### src/rgbge_pkg.sv
`timescale 1ns / 1ps
`default_nettype none
// ----------------------------------------------------------------------------
// rgbge_pkg: shared types and constants
// Field widths, register and opcode codes, item and configuration structs.
// ----------------------------------------------------------------------------
package rgbge_pkg;

	localparam int DIM_W      = 11;
	localparam int FRAC_W     = 16;
	localparam int SCALE_W    = DIM_W + FRAC_W;
	localparam int PIX_W      = 16;
	localparam int PX_W       = 10;
	localparam int PY_W       = 9;
	localparam int EIDX_W     = 17;
	localparam int EVAL_W     = 8;
	localparam int LIN_W      = 2 * DIM_W;
	localparam int CFG_IDX_W  = 2;
	localparam int CFG_DATA_W = 16;
	localparam int QDEPTH     = 4;

	localparam int DEF_FRAME_WIDTH    = 640;
	localparam int DEF_FRAME_HEIGHT   = 512;
	localparam int DEF_EDGE_MAP_DEPTH = 131072;
	localparam int DEF_EDGE_MAX_DIM   = 1024;

	localparam logic [EVAL_W-1:0] EDGE_MARK   = 8'd255;
	localparam logic [PIX_W-1:0]  COLOR_RESET = 16'h07E0;

	// rounding offsets and reciprocals for x/31 and x/63 (exact over the field range)
	localparam int HALF5       = 15;
	localparam int HALF6       = 31;
	localparam int RECIP31     = 33826;
	localparam int RECIP63     = 16645;
	localparam int RECIP_SHIFT = 20;

	localparam int LUMA_R = 77;
	localparam int LUMA_G = 150;
	localparam int LUMA_B = 29;

	typedef enum logic [CFG_IDX_W-1:0] {
		REG_EDGE_WIDTH  = 2'd0,
		REG_EDGE_HEIGHT = 2'd1,
		REG_EDGE_COLOR  = 2'd2,
		REG_OVERLAY_EN  = 2'd3
	} reg_idx_t;

	typedef enum logic {
		OP_PIXEL = 1'b0,
		OP_LOAD  = 1'b1
	} op_t;

	typedef struct packed {
		logic              is_load;
		logic              load_ok;
		logic              mark;
		logic [PIX_W-1:0]  pixel;
		logic [PX_W-1:0]   px;
		logic [PY_W-1:0]   py;
		logic [EIDX_W-1:0] eidx;
	} item_t;

	typedef struct packed {
		logic [DIM_W-1:0]   ew;
		logic [DIM_W-1:0]   eh;
		logic [PIX_W-1:0]   color;
		logic               en;
		logic [SCALE_W-1:0] xs;
		logic [SCALE_W-1:0] ys;
	} cfg_t;

endpackage
`default_nettype wire

### src/rgbge_cfg.sv
`timescale 1ns / 1ps
`default_nettype none
// ----------------------------------------------------------------------------
// rgbge_cfg: configuration registers and map scales
// Holds the registers and derives the x and y map scales at the dimension
// write by multiplying with a constant reciprocal of the frame size.
// ----------------------------------------------------------------------------
module rgbge_cfg #(
	parameter int FRAME_WIDTH  = rgbge_pkg::DEF_FRAME_WIDTH,
	parameter int FRAME_HEIGHT = rgbge_pkg::DEF_FRAME_HEIGHT,
	parameter int EDGE_MAX_DIM = rgbge_pkg::DEF_EDGE_MAX_DIM
) (
	input  wire logic                                clk,
	input  wire logic                                arst_n,
	input  wire logic                                cfg_we,
	input  wire logic [rgbge_pkg::CFG_IDX_W-1:0]     cfg_index,
	input  wire logic [rgbge_pkg::CFG_DATA_W-1:0]    cfg_wdata,
	output rgbge_pkg::cfg_t                          cfg
);
	import rgbge_pkg::*;

	localparam int SAT_W  = 13;
	// extra shift keeps dim * reciprocal exact for frame sizes up to 4096
	localparam int RSH    = DIM_W + 12;
	localparam int RC_W   = FRAC_W + RSH + 1;
	localparam int PROD_W = RSH + SCALE_W;

	localparam longint unsigned XRECIP_L =
		((64'd1 << (FRAC_W + RSH)) + 64'(FRAME_WIDTH) - 64'd1) / 64'(FRAME_WIDTH);
	localparam longint unsigned YRECIP_L =
		((64'd1 << (FRAC_W + RSH)) + 64'(FRAME_HEIGHT) - 64'd1) / 64'(FRAME_HEIGHT);
	localparam logic [RC_W-1:0] XRECIP = RC_W'(XRECIP_L);
	localparam logic [RC_W-1:0] YRECIP = RC_W'(YRECIP_L);

	logic [DIM_W-1:0]   ew_q, eh_q, dim_sat;
	logic [PIX_W-1:0]   color_q;
	logic               en_q;
	logic [SCALE_W-1:0] xs_q, ys_q;
	logic [PROD_W-1:0]  xprod, yprod;

	always_comb begin
		dim_sat = cfg_wdata[DIM_W-1:0];
		if (SAT_W'(cfg_wdata[DIM_W-1:0]) > SAT_W'(EDGE_MAX_DIM)) begin
			dim_sat = DIM_W'(EDGE_MAX_DIM);
		end
	end

	assign xprod = PROD_W'(dim_sat) * PROD_W'(XRECIP);
	assign yprod = PROD_W'(dim_sat) * PROD_W'(YRECIP);

	always_ff @(posedge clk or negedge arst_n) begin
		if (!arst_n) begin
			ew_q    <= '0;
			eh_q    <= '0;
			color_q <= COLOR_RESET;
			en_q    <= 1'b0;
			xs_q    <= '0;
			ys_q    <= '0;
		end else if (cfg_we) begin
			unique case (reg_idx_t'(cfg_index))
				REG_EDGE_WIDTH: begin
					ew_q <= dim_sat;
					xs_q <= xprod[RSH +: SCALE_W];
				end
				REG_EDGE_HEIGHT: begin
					eh_q <= dim_sat;
					ys_q <= yprod[RSH +: SCALE_W];
				end
				REG_EDGE_COLOR:  color_q <= cfg_wdata[PIX_W-1:0];
				REG_OVERLAY_EN:  en_q    <= cfg_wdata[0];
			endcase
		end
	end

	assign cfg.ew    = ew_q;
	assign cfg.eh    = eh_q;
	assign cfg.color = color_q;
	assign cfg.en    = en_q;
	assign cfg.xs    = xs_q;
	assign cfg.ys    = ys_q;

endmodule
`default_nettype wire

### config.mk
export PLATFORM = sky130hd
export DESIGN_NAME = rgbge_cfg
export DESIGN_NICKNAME = d
export VERILOG_FILES = /design/src/rgbge_pkg.sv /design/src/rgbge_cfg.sv
export SDC_FILE = /design/constraint.sdc
export NUM_CORES = 1
export LEC_CHECK = 0
export ABC_AREA = 1
export ABC_CLOCK_PERIOD_IN_PS = 800
export BUFFER_PORTS_ARGS = -buffer_cell sky130_fd_sc_hd__buf_2
export CORE_MARGIN = 10
export CORE_UTILIZATION = 51
export DETAILED_ROUTE_END_ITERATION = 8
export GPL_TIMING_DRIVEN = 1
export PLACE_DENSITY = 0.87
export SETUP_SLACK_MARGIN = 0.4
export SYNTH_ARGS = -nofsm -noshare
export SYNTH_HDL_FRONTEND = slang
export SYNTH_SLANG_ARGS = --single-unit
### constraint.sdc
create_clock -name clk -period 0.8 [get_ports clk]
set_input_delay 0.04 -clock clk [delete_from_list [all_inputs] [get_ports clk]]
set_output_delay 0.04 -clock clk [all_outputs]
set_load 0.02 [all_outputs]
==> results of run 1 <==
## cells in the mapped netlist, types with 2 or more instances
master / count
nand3_1: 22
nand2_1: 161
nor4_2: 2
nand4_1: 4
nor2_1: 40
clkbuf_1: 8
o21ai_0: 29
o211ai_1: 2
mux2_2: 5
a31oi_1: 7
buf_2: 3
xor2_1: 4
ha_1: 73
dfrtp_1: 51
fa_1: 36
buf_4: 37
o21ai_1: 4
nor3_1: 9
o21a_1: 2
a21o_1: 5
dfstp_2: 6
o21bai_1: 4
a21oi_1: 22
inv_1: 118
xnor2_1: 2
## through the flow
step	util [%]	instance area (um^2)
after floorplan	-	6070
after CTS	83.5	8660
after global placement	70.0	7260
after detailed placement	70.0	7260
## cell families after synthesis
kind of cell,count (synthesis),synth area share (%)
flops,57,26.2
fa+ha+maj,109,29.9
simple gates,247,19.0
mux,5,1.03
other cells,1,0.0686
xor+xnor,6,0.961
compound gates,81,8.67
buf+inv,168,14.1
## routing by layer
| metal | global-route usage [%] | overflow |
|---|---|---|
| met1 | 69.4 | 10 |
| met2 | 85.1 | 51 |
| met3 | 66.8 | 2 |
| met4 | 71.5 | 40 |
| met5 | 28.6 | 1 |
## what timing repair did
item / 4_1_cts
pin swaps: 43
gates resized for setup: 284
endpoints found under the setup margin: 125
endpoints found under the hold margin: 57
cloned: 0
buffers inserted: 36
==> results.yml, run 1 <==
yosys:
  yosys.area.top_type: "dfrtp_1"
  synth.area.top_cells: "dfrtp_1 23%, ha_1 17%, fa_1 13%"
  syn_inst: 674
  syn-cell-area_um2: 5470
  ys_warn_count: 0
  async_flop_share_pct: 100
  yosysUniqueCellTypes: 43
  avgSynthCellArea_um2: 8.11
  synthFlopType: "dfrtp_1"
  ys_seq_area_share_pct: 26.2
  synth_seq_cells: 57
  synth_edf_count: 0
  synth_top_area_share_pct: 23.3
floorplan:
  die_w_um: 124
  initial_utilization_pct: 52.7
  num_rows: 37
  dieHeight_um: 124
  io_pins: 114
sta:
  grt-worst-endpoint: "xs_q[17]$_DFFE_PN0P_/D"
  worst-ep-kind: "register input"
placed_design:
  dp_hpwl_um: 15100
  dp_slack_ps: -4350
  dp_cells: 998
  port_buffers: 88
  gp_congestion: 0.978
clock_network:
  numCtsBuffers: 9
  cts_root_buf: "clkbuf_8"
  cts.sinks: 57
  htree_levels: 3
  clock_path_buffers: 2
global_routing:
  grt_usage_pct: 72.5
  gr-total-overflow: 104
  grt_max_degree: 29
status:
  lastStage: "global routing (5_1_grt)"
  error: "[ERROR GRT-0232] Routing congestion too high. Check the congestion heatmap in the GUI."
  outcome: "did not finish"
==> inputs of run 2 (changes only) <==
--- a/config.mk
+++ b/config.mk
@@ -6,14 +6,13 @@
 export NUM_CORES = 1
 export LEC_CHECK = 0
 export ABC_AREA = 1
-export ABC_CLOCK_PERIOD_IN_PS = 800
+export ABC_CLOCK_PERIOD_IN_PS = 1040
 export BUFFER_PORTS_ARGS = -buffer_cell sky130_fd_sc_hd__buf_2
 export CORE_MARGIN = 10
-export CORE_UTILIZATION = 51
+export CORE_UTILIZATION = 40
 export DETAILED_ROUTE_END_ITERATION = 8
 export GPL_TIMING_DRIVEN = 1
-export PLACE_DENSITY = 0.87
-export SETUP_SLACK_MARGIN = 0.4
+export PLACE_DENSITY_LB_ADDON = 0.15
 export SYNTH_ARGS = -nofsm -noshare
 export SYNTH_HDL_FRONTEND = slang
 export SYNTH_SLANG_ARGS = --single-unit
==> constraint.sdc (replaced) <==
create_clock -name clk -period 1.04 [get_ports clk]
set_input_delay 0.052 -clock clk [delete_from_list [all_inputs] [get_ports clk]]
set_output_delay 0.052 -clock clk [all_outputs]
set_load 0.02 [all_outputs]
==> run 2 against run 1 <==
  * The flow now finishes, with violations (setup timing)
  * Synthesized cell count is the same
  * Area after synthesis stayed put
==> results.yml, run 2 <==
drt:
  drc: 0
  first_pass_iters: 4
  routed_wl_um: 16800
  via_per_inst: 4.71
  vias: 5137
  drtAntennaViolNets: 0
  drt_iter0_markers: 208
  drt-wirelength-per-cell_um: 15.4
critical_path:
  path_common_cell: "nand2_1"
  critical_path_class: "input port to register"
  cp_slowest_stage_delay_ps: 550
  critPathRequiredTime_ps: 1250
  crit_slowest_cell: "fa_1"
  ff2ff_path_depth: 3
  worstSetupEndpointType: "register"
  worstReg2RegEnd: "color_q[7]"
  reg2reg_slack_ps: 210
  crit_arrival_ps: 4720
  crit_fanout: 7
  setup.worst_path.start_class: "input port"
  r2r_start: "color_q[7]"
power_and_ir_drop:
  p_per_area_nw_per_um2: 2240
  p_leak_nw: 4.55
  ir_worst_vdd_mv: 1.23
final_layout:
  largestRegisters: "xs_q x18, color_q x16"
  final_util_pct: 62.4
  drive_gt1_share_pct: 43.3
  largest_register_ffs: 18
  final_cells: 1091
  antennaDiodeCount: 0
  top_register: "xs_q"
  nets: 1041
  area_growth_syn_to_layout_pct: 51.8
  mostFrequentLayoutCells: "148 x buf_4, 145 x nand2_1, 100 x inv_1"
  final_common_cell: "buf_4"
worst_hold_path:
  min_from: "cfg_wdata[1]"
  min_to: "color_q[1]"
  hold_path_class: "input port to register"
  whs_path_depth: 3
clock_network:
  cts.sinks: 57
  numCtsBuffers: 9
  clock_path_buffers: 2
  clk_latency_ps: 320
  cts_root_buf: "clkbuf_16"
  clk_pin_slew_ps: 50
  htree_levels: 3
  cts_tree: "yes"
global_routing:
  grt_first_pass_wirelength_um: 27900
  use_met3_pct: 2.93
  grt_usage_pct: 18.5
  gr-total-overflow: 0
  grt.busiest_layer: "met2"
  met2_usage_pct: 30.9
  globalRouteMet1Util_pct: 23.9
  grt_antenna_before_repair: 0
  grt_pass1_vias: 5568
  grt_max_degree: 42
floorplan:
  die-area_um2: 18700
  initial_utilization_pct: 41.1
  die_w_um: 137
  dieHeight_um: 137
  core_region_area_um2: 13300
  io_pins: 114
  num_rows: 42
yosys:
  yosysUniqueCellTypes: 43
  syn_inst: 674
  yosys.area.top_type: "dfrtp_1"
  ys_seq_area_share_pct: 26.2
  synth_top_area_share_pct: 23.3
  synth.area.top_cells: "dfrtp_1 23%, ha_1 17%, fa_1 13%"
  synth_most_common_cell: "nand2_1"
  syn-cell-area_um2: 5470
  ys_warn_count: 0
  synthFlopType: "dfrtp_1"
  synth_edf_count: 0
  avgSynthCellArea_um2: 8.11
  synth_seq_cells: 57
  async_flop_share_pct: 100
  synth_top_cells_by_count: "161 x nand2_1, 118 x inv_1, 73 x ha_1"
sta:
  fmax_mhz: 222
  final_max_slew_viol_count: 0
  fin_ws_ps: -3470
  finalClockSkew_ps: 0
  finalCritPeriodShare_pct: 434
  fin_crit_ps: 4510
  rsz0062_at_grt: "true"
  setup_viol: 22
  fin_tns_setup_ps: -60670
  hold_viol: 0
status:
  outcome: "finished, violations left"
  violations: "setup timing"
placed_design:
  dp_cells: 1048
  dp_hpwl_um: 13900
  port_buffers: 88
  gp_congestion: 0.949
job:
  drv_cap: 0
run 2: cell counts after synthesis:
No cell type changed its count.
run 2: critical path, delay by kind of cell:
family                     cells  cell delay (ps)
AOI/OAI and AO/OA              5              830
xor gates and xnor gates       1              170
adders and majority gates      6             2270
buffers and inverters          6              480
and+or+nand+nor                9              890
run 2: power breakdown:
part	switching (mW)	internal [mW]	leakage [nW]	total, mW
logic	6.74	5.58	3.69	12.3
clock network	0.959	2.20	0.159	3.16
registers	0.298	2.77	0.707	3.07
total	8.00	10.6	4.55	18.6
run 2: timing repair:
item | 4_1_cts | 5_1_grt
resized for setup | 110 | 19
endpoints found under the setup margin | 28 | 30
hold buffers | 6 | 0
pin swaps | 48 | 15
setup buffers | 23 | 2
endpoints found under the hold margin | 62 | 0
run 2: per-layer routing:
layer	vias up	wire [um]
met5	-	0
met4	0	381
met3	25	1050
met2	137	7910
met1	2426	7420
li1	2549	-
run 2: layout make-up:
class / count / area (um^2)
fillers: 1182 / 4990
flip-flops and latches: 57 / 1430
multi-input cells: 473 / 4020
clock buffers: 12 / 256
clock inverters: 3 / 65.1
well taps: 176 / 220
repair buffers: 251 / 1850
inverters: 119 / 459
run 2: per-stage QoR:
step | worst slack (ps) | cell area (um^2) | power, mW | hold slack (ps)
floorplan | -3400 | 5850 | 9.38 | -244
global placement | -4090 | 7270 | 13.5 | 48.3
detailed placement | -4050 | 7270 | 13.6 | 53.0
CTS | -3410 | 8210 | 18.2 | 48.1
global route | -3720 | 8300 | 20.0 | 86.9
finish | -3470 | 8300 | 18.6 | 56.6
run 2: kinds of logic after synthesis:
kind of cell	Yosys count	share of synthesized area, %
other	1	0.0686
buffers and inverters	168	14.1
xor gates and xnor gates	6	0.961
DFF	57	26.2
muxes	5	1.03
adders and majority gates	109	29.9
AOI/OAI and AO/OA	81	8.67
and+or+nand+nor	247	19.0
run 2: how the worst max path moves through the flow:
stage / start / to / slack (ps) / depth (start not counted)
floorplan: cfg_wdata[0] / xs_q[12] / -3400 / 27
global placement: cfg_wdata[9] / xs_q[3] / -4090 / 28
detailed placement: cfg_wdata[0] / xs_q[3] / -4050 / 28
CTS: cfg_wdata[6] / xs_q[10] / -3410 / 27
global route: cfg_wdata[3] / xs_q[10] / -3720 / 27
finish: cfg_wdata[3] / xs_q[10] / -3470 / 27
No activity file was read; power rests on OpenSTA's default activity.
