==> src/rgbge_pkg.sv <==
`timescale 1ns / 1ps
`default_nettype none
// ----------------------------------------------------------------------------
// rgbge_pkg: shared types and constants
// Field widths, register and opcode codes, item and configuration structs.
// ----------------------------------------------------------------------------
package rgbge_pkg;

	localparam int DIM_W      = 11;
	localparam int FRAC_W     = 16;
	localparam int SCALE_W    = DIM_W + FRAC_W;
	localparam int PIX_W      = 16;
	localparam int PX_W       = 10;
	localparam int PY_W       = 9;
	localparam int EIDX_W     = 17;
	localparam int EVAL_W     = 8;
	localparam int LIN_W      = 2 * DIM_W;
	localparam int CFG_IDX_W  = 2;
	localparam int CFG_DATA_W = 16;
	localparam int QDEPTH     = 4;

	localparam int DEF_FRAME_WIDTH    = 640;
	localparam int DEF_FRAME_HEIGHT   = 512;
	localparam int DEF_EDGE_MAP_DEPTH = 131072;
	localparam int DEF_EDGE_MAX_DIM   = 1024;

	localparam logic [EVAL_W-1:0] EDGE_MARK   = 8'd255;
	localparam logic [PIX_W-1:0]  COLOR_RESET = 16'h07E0;

	// rounding offsets and reciprocals for x/31 and x/63 (exact over the field range)
	localparam int HALF5       = 15;
	localparam int HALF6       = 31;
	localparam int RECIP31     = 33826;
	localparam int RECIP63     = 16645;
	localparam int RECIP_SHIFT = 20;

	localparam int LUMA_R = 77;
	localparam int LUMA_G = 150;
	localparam int LUMA_B = 29;

	typedef enum logic [CFG_IDX_W-1:0] {
		REG_EDGE_WIDTH  = 2'd0,
		REG_EDGE_HEIGHT = 2'd1,
		REG_EDGE_COLOR  = 2'd2,
		REG_OVERLAY_EN  = 2'd3
	} reg_idx_t;

	typedef enum logic {
		OP_PIXEL = 1'b0,
		OP_LOAD  = 1'b1
	} op_t;

	typedef struct packed {
		logic              is_load;
		logic              load_ok;
		logic              mark;
		logic [PIX_W-1:0]  pixel;
		logic [PX_W-1:0]   px;
		logic [PY_W-1:0]   py;
		logic [EIDX_W-1:0] eidx;
	} item_t;

	typedef struct packed {
		logic [DIM_W-1:0]   ew;
		logic [DIM_W-1:0]   eh;
		logic [PIX_W-1:0]   color;
		logic               en;
		logic [SCALE_W-1:0] xs;
		logic [SCALE_W-1:0] ys;
	} cfg_t;

endpackage
`default_nettype wire

==> src/rgbge_fifo.sv <==
`timescale 1ns / 1ps
`default_nettype none
// ----------------------------------------------------------------------------
// rgbge_fifo: item queue between front and back
// Small register queue; decouples input stalls from output stalls.
// ----------------------------------------------------------------------------
module rgbge_fifo (
	input  wire logic        clk,
	input  wire logic        arst_n,
	input  wire logic        push,
	input  rgbge_pkg::item_t wr_item,
	input  wire logic        pop,
	output logic             full,
	output logic             not_empty,
	output rgbge_pkg::item_t head
);
	import rgbge_pkg::*;

	localparam int PW = (QDEPTH > 1) ? $clog2(QDEPTH) : 1;
	localparam int CW = $clog2(QDEPTH + 1);

	item_t         mem_q [QDEPTH];
	logic [PW-1:0] wp_q, rp_q;
	logic [CW-1:0] cnt_q;

	assign full      = (cnt_q == CW'(QDEPTH));
	assign not_empty = (cnt_q != '0);
	assign head      = mem_q[rp_q];

	always_ff @(posedge clk) begin
		if (push) begin
			mem_q[wp_q] <= wr_item;
		end
	end

	always_ff @(posedge clk or negedge arst_n) begin
		if (!arst_n) begin
			wp_q  <= '0;
			rp_q  <= '0;
			cnt_q <= '0;
		end else begin
			if (push) begin
				wp_q <= (wp_q == PW'(QDEPTH - 1)) ? '0 : wp_q + 1'b1;
			end
			if (pop) begin
				rp_q <= (rp_q == PW'(QDEPTH - 1)) ? '0 : rp_q + 1'b1;
			end
			if (push && !pop) begin
				cnt_q <= cnt_q + 1'b1;
			end else if (pop && !push) begin
				cnt_q <= cnt_q - 1'b1;
			end
		end
	end

endmodule
`default_nettype wire

==> config.mk <==
export PLATFORM = sky130hd
export DESIGN_NAME = rgbge_fifo
export DESIGN_NICKNAME = d
export VERILOG_FILES = /design/src/rgbge_pkg.sv /design/src/rgbge_fifo.sv
export SDC_FILE = /design/constraint.sdc
export NUM_CORES = 1
export LEC_CHECK = 0
export BUFFER_PORTS_ARGS = -buffer_cell sky130_fd_sc_hd__buf_4
export CAP_MARGIN = 20
export CORE_MARGIN = 2
export CORE_UTILIZATION = 57
export CTS_CLUSTER_DIAMETER = 200
export CTS_CLUSTER_SIZE = 8
export DETAILED_ROUTE_END_ITERATION = 10
export MAX_ROUTING_LAYER = met4
export PLACE_DENSITY = 0.77
export SYNTH_ARGS = -nofsm -noshare
export SYNTH_HDL_FRONTEND = slang
export SYNTH_SLANG_ARGS = --single-unit
==> constraint.sdc <==
create_clock -name clk -period 3.1 [get_ports clk]
set_input_delay 0.155 -clock clk [delete_from_list [all_inputs] [get_ports clk]]
set_output_delay 0.155 -clock clk [all_outputs]
set_load 0.005 [all_outputs]
==> flow_metrics.env, run 1 <==
export IMPL_viasPerCell=5.58
export IMPL_drt_pass1_iter_count=4
export IMPL_grt_pass1_vias=4481
export IMPL_synth_seq_area_share=0.812
export IMPL_final_common_cell="edfxtp_1"
export IMPL_drc=0
export IMPL_report_final_slew_viol_count=0
export IMPL_hold_viol=0
export IMPL_async_flop_share=0.0308
export IMPL_fin_skew_ns=0.0151
export IMPL_cp_end_kind="output pin"
export IMPL_drt_iter0_markers=231
export IMPL_status="finished clean"
export IMPL_timing_fmax_mhz=400
export IMPL_most_common_layout_cells="220 x edfxtp_1, 125 x buf_4, 58 x dlygate4sd3_1, 55 x mux4_2, 37 x clkbuf_16"
export IMPL_cts_setup_buffers=0
export IMPL_slew_headroom=0.500
export IMPL_area_sequential_sq_mm=0.00679
export IMPL_yosysWarnings=0
export IMPL_wl_per_cell_um=22.2
export IMPL_vias=4081
export IMPL_powerDensity_mw_per_mm2=920
export IMPL_grt_first_pass_wirelength_um=25200
export IMPL_placedCellCount=624
export IMPL_dp_slack_ns=1.07
export IMPL_grt_use_total=0.222
export IMPL_multi_input_area_sq_mm=0.00147
export IMPL_min_period_over_period=0.807
export IMPL_crit_fanout=31
export IMPL_cts_resized=0
export IMPL_gp_congestion=0.718
export IMPL_cts_buffers=34
export IMPL_cts_sinks=227
export IMPL_period_minus_slack_ns=2.50
export IMPL_area_delta_synth_final_pct=32.4
export IMPL_synth_top_family_by_area="multiplexers"
export IMPL_setup_violations_final=0
export IMPL_cap_violations=0
export IMPL_io_pins=116
export IMPL_stdcell_area_sq_mm=0.0111
export IMPL_grt_max_degree=34
export IMPL_synth_seq_cells=227
export IMPL_whs_ns=0.0247
export IMPL_nFillCells=784
export IMPL_synthSimpleGateAreaFrac=0.00690
export IMPL_start_kind="flip-flop"
export IMPL_rows=44
export IMPL_layoutNonFillerInstCount=731
export IMPL_nNetsFinal=600
export IMPL_synth_net_count=390
export IMPL_hp_class="primary input to asynchronous set/reset pin"
export IMPL_post_synth_num_cell_types=19
export IMPL_rsz0062_at_grt="false"
export IMPL_portBuffers=115
export IMPL_cp_required_ns=2.94
export IMPL_clock_latency_ns=0.49
export IMPL_synth_compound_area_frac=0.00120
export IMPL_syn_area_sq_mm=0.00835
export IMPL_clkTransAtPathRegs_ns=0.05
export IMPL_totalNegativeSetupSlack_ns=0
export IMPL_antenna_cells=0
export IMPL_ant_nets=0
export IMPL_synth_adder_area_share=0.0114
export IMPL_worst_pin_slew_ns=0.749
export IMPL_die_area_sq_mm=0.0156
export IMPL_die_h_um=125
export IMPL_overflow=0
export IMPL_crit_arrival_ns=2.35
export IMPL_routed_wl_um=16200
export IMPL_antenna_found_initial=0
export IMPL_synth_edf_count=220
export IMPL_die_w_um=125
export IMPL_syn_inst=324
export IMPL_initial_utilization=0.579
export IMPL_yosys_area_share_xor_xnor=0.00315
export IMPL_drive_gt1_frac=0.420
export IMPL_place_area_sq_mm=0.00950
export IMPL_core_region_area_sq_mm=0.0144
export IMPL_clockRootBuffer="clkbuf_16"
export IMPL_ff2ff_setup_slack_ns=1.13
export IMPL_path_class="flip-flop to output pin"
export IMPL_postSynthAreaPerCell_sq_um=25.8
export IMPL_clock_path_buffers=3
export IMPL_vdd_ir_drop_worst_uv=540
export IMPL_synth_top_flop_cell="edfxtp_1"
export IMPL_cts_tree="done"
export IMPL_synthMuxAreaShare=0.152
export IMPL_p_leak_nw=3.91
export IMPL_setup_slack_ns=0.600
export IMPL_hpwl_um=9050
export IMPL_h_tree_depth=2
==> synth_stat cells (all sizes together), types with 2 or more instances <==
cell type    n  area, sq um
nand2        2         7.51
dfrtp        7          175
ha           6         75.1
buf         11         85.1
o21ai        2         10.0
mux2         3         33.8
edfxtp     220         6610
inv          4         15.0
nor2         3         11.3
mux4        55         1240
xor2         2         17.5
and2         4         25.0
==> cell families after synthesis <==
kind of cell | Yosys count
fa+ha+maj | 7
flops | 227
simple gates | 11
compound gates | 2
xor+xnor | 3
mux | 58
buf+inv | 16
==> per-stage QoR <==
step | util | power (W)
global placement | 0.658 | 0.00680
detailed placement | 0.658 | 0.00688
finish | 0.766 | 0.0102
CTS | 0.766 | 0.0103
global route | 0.766 | 0.0106
floorplan | - | 0.00566
==> layout make-up <==
cell class | count | area share
clock buffer | 48 | 0.0875
multi-input combinational | 81 | 0.133
tap | 184 | 0.0208
clock inverter | 1 | 0.000679
inverter | 4 | 0.00136
timing repair buffer | 186 | 0.143
sequential | 227 | 0.614
==> sequential cells by signal, indices dropped and copies added (netlist names) <==
register,flops
mem_q,220
cnt_q,3
wp_q,2
rp_q,2
==> where the power goes <==
group | internal (W) | switching, W | leakage (nW) | total (W)
clock | 0.00213 | 0.00117 | 0.469 | 0.00330
combinational | 0.00152 | 0.00106 | 1.34 | 0.00258
sequential | 0.00395 | 0.000327 | 2.10 | 0.00428
total | 0.00760 | 0.00256 | 3.91 | 0.0102
==> critical path: stages (launching register included) <==
cell     delay (ns)
dfrtp_4        0.78
buf_4          0.34
mux4_2         0.56
buf_4          0.16
==> layer usage <==
| layer | up-vias | share of wire | GRT usage |
|---|---|---|---|
| li1 | 1801 | - | - |
| met1 | 2094 | 0.40 | 0.288 |
| met2 | 159 | 0.52 | 0.360 |
| met3 | 27 | 0.064 | 0.0458 |
| met4 | 0 | 0.018 | 0.0712 |
| met5 | - | 0 | - |
==> final timing paths <==
| path | from | end | depth (start not counted) |
|---|---|---|---|
| max reg2reg | wp_q[1]$_DFFE_PN0P_ | mem_q[1][30]$_DFFE_PP_ | 4 |
| min | arst_n | rp_q[0]$_DFFE_PN0P_ | 2 |
| min in group clk | wr_item[26] | mem_q[3][26]$_DFFE_PP_ | 2 |
| max in group asynchronous | arst_n | rp_q[0]$_DFFE_PN0P_ | 2 |
| min reg2reg | cnt_q[2]$_DFFE_PN0P_ | cnt_q[2]$_DFFE_PN0P_ | 1 |
| max | rp_q[0]$_DFFE_PN0P_ | head[27] | 3 |
==> repair_timing <==
action                                  4_1_cts  5_1_grt
endpoints found under the setup margin        0        0
hold buffers                                 58        0
hold endpoints to repair                    231        0
Power figures use the tool's default switching activity.
==> run 2: changes to the inputs <==
==> constraint.sdc (replaced) <==
create_clock -name clk -period 2.62 [get_ports clk]
set_input_delay 0.131 -clock clk [delete_from_list [all_inputs] [get_ports clk]]
set_output_delay 0.131 -clock clk [all_outputs]
set_load 0.005 [all_outputs]
==> run 2 against run 1 <==
  * Core utilization up 0.052 points
  * Combinational power up 21%
  * First-iteration DRC count up 8.2%
  * Highest routed layer unchanged
  * Largest cell class unchanged
  * Critical path depth unchanged
  * Register-to-register slack worse by 0.24 ns
  * Hold slack better by 0.36 ns
  * Total power up 17%
  * Die area unchanged
  * Clock power up 14%
  * Non-clock buffer count unchanged
==> flow_metrics.env, run 2 (synthesis results as in run 1) <==
export IMPL_initial_utilization=0.579
export IMPL_report_final_slew_viol_count=0
export IMPL_rows=44
export IMPL_powerDensity_mw_per_mm2=1070
export IMPL_path_cells="buf_4 -> mux4_2 -> buf_4"
export IMPL_worst_pin_slew_ns=0.664
export IMPL_drt_pass1_iter_count=6
export IMPL_grt_max_degree=56
export IMPL_cp_required_ns=2.49
export IMPL_crit_fanout=19
export IMPL_min_period_over_period=0.899
export IMPL_final_common_cell="edfxtp_1"
export IMPL_max_stage_delay_ns=0.68
export IMPL_finalCoreUtilization=0.767
export IMPL_vdd_ir_drop_worst_uv=747
export IMPL_clockRootBuffer="clkbuf_16"
export IMPL_antenna_cells=0
export IMPL_die_h_um=125
export IMPL_cts_hold_fix_buffers=59
export IMPL_setup_violations_final=0
export IMPL_grt_first_pass_wirelength_um=24200
export IMPL_most_common_layout_cells="220 x edfxtp_1, 120 x buf_4, 59 x dlygate4sd3_1, 55 x mux4_2, 35 x clkbuf_16"
export IMPL_critPathSlowestCell="dfrtp_4"
export IMPL_hpwl_um=8540
export IMPL_io_pins=116
export IMPL_cap_violations=0
export IMPL_viasPerCell=5.51
export IMPL_cts_sinks=227
export IMPL_gp_congestion=0.726
export IMPL_vias=4017
export IMPL_largest_register="mem_q"
export IMPL_die_area_sq_mm=0.0156
export IMPL_reg_largest_list="mem_q x220, cnt_q x3"
export IMPL_die_w_um=125
export IMPL_cts_setup_buffers=0
export IMPL_routed_wl_um=15200
export IMPL_wl_per_cell_um=20.9
export IMPL_crit_arrival_ns=2.22
export IMPL_p_leak_nw=3.90
export IMPL_hp_class="primary input to flip-flop"
export IMPL_nFillCells=814
export IMPL_nNetsFinal=600
export IMPL_drive_gt1_frac=0.418
export IMPL_drc=0
export IMPL_ant_nets=0
export IMPL_period_minus_slack_ns=2.36
export IMPL_portBuffers=115
export IMPL_path_class="flip-flop to output pin"
export IMPL_antenna_found_initial=0
export IMPL_drt_iter0_markers=250
export IMPL_overflow=0
export IMPL_area_delta_synth_final_pct=32.5
export IMPL_largest_reg_flops=220
export IMPL_grt_use_total=0.211
export IMPL_h_tree_depth=2
export IMPL_rsz0062_at_grt="false"
export IMPL_fin_skew_ns=0.00689
export IMPL_timing_fmax_mhz=424
export IMPL_grt_pass1_vias=4426
export IMPL_clkTransAtPathRegs_ns=0.05
export IMPL_slew_headroom=0.557
export IMPL_core_region_area_sq_mm=0.0144
export IMPL_cp_end_kind="output pin"
export IMPL_cts_tree="done"
export IMPL_start_kind="flip-flop"
export IMPL_clock_path_buffers=3
export IMPL_cpMostUsedCell="buf_4"
export IMPL_hold_viol=0
export IMPL_clock_latency_ns=0.48
export IMPL_totalNegativeSetupSlack_ns=0
export IMPL_cts_buffers=34
export IMPL_status="finished clean"
export IMPL_cts_resized=0
## run 2: path summary, 6_finish.rpt
path | start | end | slack, ns | cells past startpoint
max | rp_q[0]$_DFFE_PN0P_ | head[5] | 0.26 | 3
min | wr_item[3] | mem_q[0][3]$_DFFE_PP_ | 0.39 | 2
max reg2reg | wp_q[1]$_DFFE_PN0P_ | mem_q[1][46]$_DFFE_PP_ | 0.89 | 4
min reg2reg | cnt_q[2]$_DFFE_PN0P_ | cnt_q[2]$_DFFE_PN0P_ | 0.50 | 1
max in group asynchronous | arst_n | rp_q[0]$_DFFE_PN0P_ | 1.74 | 3
min in group asynchronous | arst_n | wp_q[1]$_DFFE_PN0P_ | 0.62 | 3
## run 2: final cells by class
class	count	area (sq um)	share of cell area
Sequential cell	227	6790	0.614
Inverter	4	15.0	0.00136
Timing Repair Buffer	186	1630	0.148
Multi-Input combinational cell	81	1470	0.133
Clock buffer	45	913	0.0826
Tap cell	184	230	0.0208
Clock inverter	2	16.3	0.00147
## run 2: power by group
group / internal, W / total (W) / switching (W)
clock network: 0.00239 / 0.00376 / 0.00136
logic: 0.00184 / 0.00312 / 0.00128
registers: 0.00467 / 0.00500 / 0.000328
total: 0.00891 / 0.0119 / 0.00297
## run 2: layer usage
layer,global-route usage,vias to the layer above,routed length (um)
met4,0.0863,0,403
met2,0.331,122,7730
met1,0.278,2057,6370
met5,-,-,0
li1,-,1802,-
met3,0.0411,36,692
## run 2: through the flow
stage / worst slack [ns] / power [W] / cell area, sq um / instances / hold slack [ns]
3_5_place_dp: 0.711 / 0.00816 / 9540 / 623 / -0.0506
5_1_grt: 0.121 / 0.0124 / 11100 / 729 / 0.376
2_1_floorplan: 0.274 / 0.00669 / 8350 / 324 / -0.165
3_3_place_gp: 0.704 / 0.00812 / 9540 / 623 / -0.0527
6_report: 0.264 / 0.0119 / 11100 / 729 / 0.386
4_1_cts: 0.199 / 0.0120 / 11100 / 729 / 0.368
## run 2: critical path: cells and delay by family, from the launching register on
family / cells / cell delay (ns)
muxes: 1 / 0.55
buffers and inverters: 2 / 0.50
DFF: 1 / 0.68
